===== src/rtl/core/lgge_pkg.sv =====
`timescale 1ns / 1ps

package lgge_pkg;

  // Default grid size
  localparam int unsigned DEF_MAX_ROWS = 64;
  localparam int unsigned DEF_MAX_COLS = 64;

  // Field widths
  localparam int unsigned CMD_W  = 2;
  localparam int unsigned IDX_W  = 6;
  localparam int unsigned SIZE_W = 7;

  // APB side
  localparam int unsigned PADDR_W = 3;
  localparam int unsigned PDATA_W = 32;

  localparam logic [SIZE_W-1:0] SIZE_RESET = 7'd64;

  // Register index (paddr[2])
  localparam logic REG_ROWS = 1'b0;
  localparam logic REG_COLS = 1'b1;

  typedef enum logic [CMD_W-1:0] {
    OP_WRITE   = 2'd0,
    OP_READ    = 2'd1,
    OP_CLEAR   = 2'd2,
    OP_ADVANCE = 2'd3
  } lgge_op_t;

  // Controller -> datapath
  typedef struct packed {
    logic latch;     // capture request, rewind counters
    logic clr_step;  // zero one row
    logic cell_upd;  // cell read data back: sample bit / write row
    logic gen_step;  // one step of the generation sweep
    logic load_out;  // move result into output register
  } lgge_cmd_t;

  // Datapath -> controller
  typedef struct packed {
    logic     clr_last;
    logic     gen_last;
  } lgge_sts_t;

endpackage


===== src/rtl/core/lgge_ctrl.sv =====
`timescale 1ns / 1ps

module lgge_ctrl (
  input  logic                clk,
  input  logic                rst_n,
  input  logic                in_valid,
  input  logic [1:0]          in_cmd,
  output logic                in_stall,
  output logic                out_valid,
  input  logic                out_stall,
  output lgge_pkg::lgge_cmd_t cmd,
  input  lgge_pkg::lgge_sts_t sts
);

  import lgge_pkg::*;

  typedef enum logic [5:0] {
    ST_IDLE   = 6'b000001,
    ST_CLEAR  = 6'b000010,
    ST_ACC    = 6'b000100,
    ST_ACC_WB = 6'b001000,
    ST_GEN    = 6'b010000,
    ST_RESP   = 6'b100000
  } state_t;

  state_t state_r, state_nxt;
  logic   out_valid_r, out_valid_nxt;
  logic   resp_pend_r, resp_pend_nxt;
  logic   slot_free;

  assign slot_free = !out_valid_r || !out_stall;
  assign in_stall  = (state_r != ST_IDLE);
  assign out_valid = out_valid_r;

  always_comb begin
    state_nxt     = state_r;
    resp_pend_nxt = resp_pend_r;
    out_valid_nxt = out_valid_r && out_stall;
    cmd           = '0;
    unique case (state_r)
      ST_IDLE: begin
        if (in_valid) begin
          cmd.latch     = 1'b1;
          resp_pend_nxt = 1'b1;
          case (lgge_op_t'(in_cmd))
            OP_CLEAR:   state_nxt = ST_CLEAR;
            OP_ADVANCE: state_nxt = ST_GEN;
            default:    state_nxt = ST_ACC;
          endcase
        end
      end
      ST_CLEAR: begin
        cmd.clr_step = 1'b1;
        if (sts.clr_last) begin
          state_nxt = resp_pend_r ? ST_RESP : ST_IDLE;
        end
      end
      ST_ACC: begin
        state_nxt = ST_ACC_WB;
      end
      ST_ACC_WB: begin
        cmd.cell_upd = 1'b1;
        state_nxt    = ST_RESP;
      end
      ST_GEN: begin
        cmd.gen_step = 1'b1;
        if (sts.gen_last) begin
          state_nxt = ST_RESP;
        end
      end
      ST_RESP: begin
        if (slot_free) begin
          cmd.load_out  = 1'b1;
          out_valid_nxt = 1'b1;
          resp_pend_nxt = 1'b0;
          state_nxt     = ST_IDLE;
        end
      end
      default: begin
        state_nxt = ST_IDLE;
      end
    endcase
  end

  always_ff @(posedge clk) begin
    if (!rst_n) begin
      state_r     <= ST_CLEAR;
      out_valid_r <= 1'b0;
      resp_pend_r <= 1'b0;
    end else begin
      state_r     <= state_nxt;
      out_valid_r <= out_valid_nxt;
      resp_pend_r <= resp_pend_nxt;
    end
  end

endmodule


===== config.mk =====
export PLATFORM = sky130hd
export DESIGN_NAME = lgge_ctrl
export DESIGN_NICKNAME = d
export VERILOG_FILES = /design/src/rtl/core/lgge_pkg.sv /design/src/rtl/core/lgge_ctrl.sv
export SDC_FILE = /design/constraint.sdc
export NUM_CORES = 1
export LEC_CHECK = 0
export ABC_AREA = 1
export BUFFER_PORTS_ARGS = -buffer_cell sky130_fd_sc_hd__buf_2
export CORE_AREA = 2 2 39 41
export CTS_CLUSTER_DIAMETER = 50
export DETAILED_ROUTE_END_ITERATION = 8
export DIE_AREA = 0 0 41 43
export GPL_TIMING_DRIVEN = 0
export HOLD_SLACK_MARGIN = 0.12
export SKIP_LAST_GASP = 1
export SLEW_MARGIN = 20
export SYNTH_ARGS = -nofsm -noshare
export SYNTH_HDL_FRONTEND = slang
export SYNTH_SLANG_ARGS = --single-unit

===== constraint.sdc =====
create_clock -name clk -period 1.4 [get_ports clk]
set_input_delay 0 -clock clk [delete_from_list [all_inputs] [get_ports clk]]
set_output_delay 0 -clock clk [all_outputs]
set_load 0.02 [all_outputs]

==> results_dict.tcl, run 1 <==
set metrics [dict create \
    status "complete, no violations" \
    nets 114 \
    p_leak_nw 0.406 \
    grt_busiest_layer "met2" \
    layout-drive-gt1-share 0.365 \
    tns_ns 0 \
    coreArea_um2 1380 \
    synth_area_leaders "dfxtp_1 (31%), nor2_1 (10%), inv_1 (9.4%)" \
    synth_seq_cells 8 \
    io-pin-count 15 \
    syn2layout_area_growth_pct 37.1 \
    syn_inst 78 \
    setup_ws_ns 0.108 \
    rsz0062_at_grt "yes" \
    firstDrtPassIters 4 \
    finalHoldViolations 0 \
    cts_buffers 3 \
    worstHoldStart "sts[1]" \
    yosysMostFrequentCell "nor2_1" \
    hold_end "state_r[1]" \
    fin_area_um2 712 \
    synth_top_area_share 0.308 \
    synth_ff_type "dfxtp_1" \
    worstSetupEndpointType "output pin" \
    slew_headroom 0.830 \
    die_width_um 41 \
    syn_area_um2 519 \
    synth_cell_types 17 \
    fillers 139 \
    cts.clk_slew.worst_paths_ns 0.06 \
    overflow 0 \
    reg2reg_from "state_r[3]" \
    max_freq_ghz 0.774 \
    wire_per_inst_um 10.1 \
    cp_data_arrival_time_ns 1.29 \
    worstHoldPathType "input pin to register" \
    finalSetupViolCount 0 \
    worst_pin_slew_ns 0.255 \
    holdWs_ns 0.125 \
    power.density_nw_per_um2 1230 \
    place_ws_ns 0.169 \
    drtIter0Drc 12 \
    grt_util_met3 0.0314 \
    antenna_cells 0 \
    synth.largest_area_cell "dfxtp_1" \
    detail-route-antenna-nets 0 \
    use_met2 0.241 \
    finalClockSkew_ns 0.00319 \
    route.vias.total 559 \
    gp_congestion 0.771 \
    synth_edf_count 0 \
    path_class "register to output pin" \
    grt_pass1_vias 450 \
    fin_crit_ns 1.29 \
    grt_pass1_wl_mm 1.76 \
    setup.worst_path.start_class "register" \
    required_ns 1.40 \
    drv_cap 0 \
    whs_path_depth 4 \
    cts_htree_levels 1 \
    drc_errors 0 \
    cts_tree "built" \
    portBuffers 14 \
    start_util 0.375 \
    grt_use_met1 0.175 \
    period_share 0.923 \
    avgViaCountPerCell 4.66 \
    clock_sinks 8 \
    cts_max_path_buffers 2 \
    worstRegToRegCells 7 \
    synth_commonest_cells "nor2_1 (14), inv_1 (13), nand3_1 (9)" \
    drv_slew 0 \
    syn-num-nets 86 \
    ys_seq_area_frac 0.308 \
    dpl_cell_area_um2 609 \
    grt_max_degree 9 \
    cp_max_fo 6 \
    die_area_um2 1760 \
    synthArstFlopShare 0 \
    grt_usage 0.156 \
    wirelength_mm 1.21 \
    num_rows 14 \
    syn_area_per_cell_um2 6.66 \
    ir_worst_vdd_v 0.000618 \
    antenna_found_initial 0 \
    clk-insertion-delay-late_ns 0.26 \
    post-dp-hpwl_um 854 \
    root_buffer "clkbuf_4" \
    fin_util 0.514 \
    r2r_setup_slack_ns 0.13 \
    die_y_um 43 \
    yosys_warnings 0 \
    r2r_end "state_r[0]" \
]
[worst max path at each step]
stage,cells after the start,endpoint,slack [ns],startpoint
CTS,4,cmd[4],0.05,state_r[2]
global route,4,cmd[0],-0.003,state_r[0]
global placement,6,state_r[1],0.18,state_r[2]
floorplan,5,resp_pend_r,0.07,state_r[2]
detailed placement,6,state_r[0],0.17,state_r[2]
finish,5,cmd[4],0.11,state_r[0]
[final cells by class]
cell class,count,area (um2),share of cell area
Clock buffer,3,22.5,0.0316
Inverter,17,63.8,0.0896
Multi-Input combinational cell,53,298,0.418
Sequential cell,8,160,0.225
Tap cell,16,20.0,0.0281
Timing Repair Buffer,23,148,0.207
[report_power, final]
| part | leakage, nW | total (mW) | switching [mW] | internal [mW] |
|---|---|---|---|---|
| Clock | 0.0138 | 0.187 | 0.0885 | 0.0988 |
| Sequential | 0.0654 | 0.291 | 0.0323 | 0.259 |
| Combinational | 0.327 | 0.398 | 0.240 | 0.159 |
| Total | 0.406 | 0.877 | 0.360 | 0.517 |
[registers in the layout (all words and copies together), names as in the netlist]
register and flops:
resp_pend_r 1, state_r 6, out_valid 1
[timing repair]
action / in CTS / in global routing
hold endpoints to repair: 8 / 0
setup endpoints to repair: 0 / 2
hold buffers: 4 / 0
buffers inserted: 0 / 5
gates resized for setup: 0 / 1
[critical path, cell delays in order (launching register included)]
cell and delay, ns:
dfxtp_1 0.36, inv_1 0.07, nor2_2 0.14, nand3_2 0.16, nor2_2 0.13, buf_2 0.17
[kinds of logic after synthesis]
| kind of cell | Yosys count | synth area share |
|---|---|---|
| buf+inv | 17 | 0.123 |
| simple gates | 48 | 0.516 |
| compound gates | 5 | 0.0530 |
| flops | 8 | 0.308 |
[metrics by stage]
step | power [mW] | cells
global route | 0.947 | 120
global placement | 0.642 | 108
detailed placement | 0.645 | 108
CTS | 0.840 | 115
finish | 0.877 | 120
floorplan | 0.566 | 78
[cell usage in the layout, fill, tap and decap left out, drive strengths merged, types with 3 or more instances in the layout]
cell type / n
a21oi: 3
buf: 19
clkbuf: 3
dfxtp: 8
dlygate4sd3: 4
inv: 16
nand2: 11
nand3: 11
nand4: 6
nor2: 19
[metal layers]
metal	vias to the layer above	wire length, um
met5	-	0
met1	247	527
li1	300	-
met2	7	611
met3	5	32
met4	0	38
Note: power is estimated with default switching activity, not from simulation.
==> run 2: changes to the inputs <==
--- a/config.mk
+++ b/config.mk
@@ -7,12 +7,14 @@
 export LEC_CHECK = 0
 export ABC_AREA = 1
 export BUFFER_PORTS_ARGS = -buffer_cell sky130_fd_sc_hd__buf_2
+export CAP_MARGIN = 5
 export CORE_AREA = 2 2 39 41
 export CTS_CLUSTER_DIAMETER = 50
 export DETAILED_ROUTE_END_ITERATION = 8
 export DIE_AREA = 0 0 41 43
 export GPL_TIMING_DRIVEN = 0
 export HOLD_SLACK_MARGIN = 0.12
+export PLACE_DENSITY = 0.7
 export SKIP_LAST_GASP = 1
 export SLEW_MARGIN = 20
 export SYNTH_ARGS = -nofsm -noshare
==> constraint.sdc (replaced) <==
create_clock -name clk -period 1.5 [get_ports clk]
set_input_delay 0 -clock clk [delete_from_list [all_inputs] [get_ports clk]]
set_output_delay 0 -clock clk [all_outputs]
set_load 0.02 [all_outputs]
==> run 2 against run 1 <==
Compared with the run above: worst hold slack worse by 0.0026 ns; sequential power decreased by 7%; clock skew hardly changed; combinational power shrank 15%; count of clock-buffer cells in the layout is the same; largest power group unchanged; highest routed layer unchanged.
==> results_dict.tcl, run 2 (synthesized netlist as in run 1, its figures left out) <==
set metrics [dict create \
    status "complete, no violations" \
    regMostFlops "state_r" \
    rsz0062_at_grt "no" \
    layout-drive-gt1-share 0.323 \
    cts_setup_buffers 0 \
    grt_usage 0.167 \
    antenna_cells 0 \
    drv_slew 0 \
    worst_pin_slew_ns 0.270 \
    cp_max_fo 8 \
    finalSetupViolCount 0 \
    cts_resized 0 \
    drtIter0Drc 18 \
    cts_buffers 3 \
    grt_pass1_wl_mm 1.97 \
    drc_errors 0 \
    num_rows 14 \
    firstDrtPassIters 5 \
    wirelength_mm 1.17 \
    root_buffer "clkbuf_4" \
    path_class "register to output pin" \
    cts_tree "built" \
    slew_headroom 0.820 \
    period_share 0.913 \
    setup.worst_path.start_class "register" \
    wire_per_inst_um 10.2 \
    die_y_um 43 \
    ctsHoldBuffers 4 \
    dpl_cell_area_um2 609 \
    finalHoldViolations 0 \
    syn2layout_area_growth_pct 29.4 \
    io-pin-count 15 \
    cts_htree_levels 1 \
    start_util 0.375 \
    worstSetupEndpointType "output pin" \
    tns_ns 0 \
    drv_cap 0 \
    cp_data_arrival_time_ns 1.37 \
    coreArea_um2 1380 \
    power.density_nw_per_um2 1170 \
    worstHoldPathType "input pin to register" \
    cts_max_path_buffers 2 \
    layout_common_cells "nor2_1 (14), buf_2 (14), inv_1 (13)" \
    avgViaCountPerCell 4.83 \
    nets 109 \
    antenna_found_initial 0 \
    largest_reg_flops 6 \
    post-dp-hpwl_um 938 \
    portBuffers 14 \
    grt_max_degree 9 \
    grt_pass1_vias 491 \
    route.vias.total 556 \
    clk-insertion-delay-late_ns 0.26 \
    p_leak_nw 0.385 \
    cts.clk_slew.worst_paths_ns 0.05 \
    overflow 0 \
    ir_worst_vdd_v 0.000482 \
    detail-route-antenna-nets 0 \
    fin_crit_ns 1.37 \
    fin_area_um2 672 \
    die_area_um2 1760 \
    die_width_um 41 \
    gp_congestion 0.850 \
    required_ns 1.50 \
    max_freq_ghz 0.730 \
    clock_sinks 8 \
    finalClockSkew_ns 0.00364 \
]
-- run 2: cell types whose count changed in the layout (fill, tap and decap cells not counted), sizes merged --
cell and change:
buf -5
-- run 2: final timing paths --
path                                 start     endpoint  slack, ns  cells past startpoint
worst max register to register  state_r[2]  resp_pend_r       0.27                      6
worst min register to register   out_valid    out_valid       0.49                      2
worst max-delay path            state_r[2]       cmd[4]       0.13                      4
worst min-delay path                sts[1]   state_r[1]       0.12                      4
-- run 2: worst max-delay path, stage by stage (launching register included) --
cell and delay (ns):
dfxtp_1 0.34, nor2_4 0.25, nand3_2 0.18, nor2_1 0.16, buf_2 0.18
-- run 2: metrics by stage --
| stage | instances | hold WS (ns) | power (mW) | setup slack (ns) | util |
|---|---|---|---|---|---|
| finish | 115 | 0.123 | 0.783 | 0.130 | 0.486 |
| global route | 115 | 0.175 | 0.842 | 0.0444 | 0.486 |
| CTS | 115 | 0.135 | 0.791 | 0.129 | 0.486 |
| detailed placement | 108 | 0.249 | 0.606 | 0.261 | 0.440 |
| global placement | 108 | 0.238 | 0.598 | 0.307 | 0.440 |
| floorplan | 78 | 0.0842 | 0.528 | 0.165 | - |
-- run 2: final cells by class --
cell class	instances	area, um2
Inverter	17	63.8
Sequential cell	8	160
Tap cell	16	20.0
Multi-Input combinational cell	53	295
Timing Repair Buffer	18	110
Clock buffer	3	22.5
Fill cell	155	712
-- run 2: report_power, final --
group          internal, mW  switching, mW  leakage, nW
logic                 0.121          0.215        0.306
registers             0.242         0.0300       0.0654
clock network        0.0922         0.0824       0.0138
-- run 2: per-layer routing --
layer,track usage,vias to the layer above,share of wire
met4,0.120,0,0.015
met2,0.269,13,0.52
li1,-,291,-
met5,0,-,0
met3,0.0314,2,0.041
met1,0.181,250,0.42
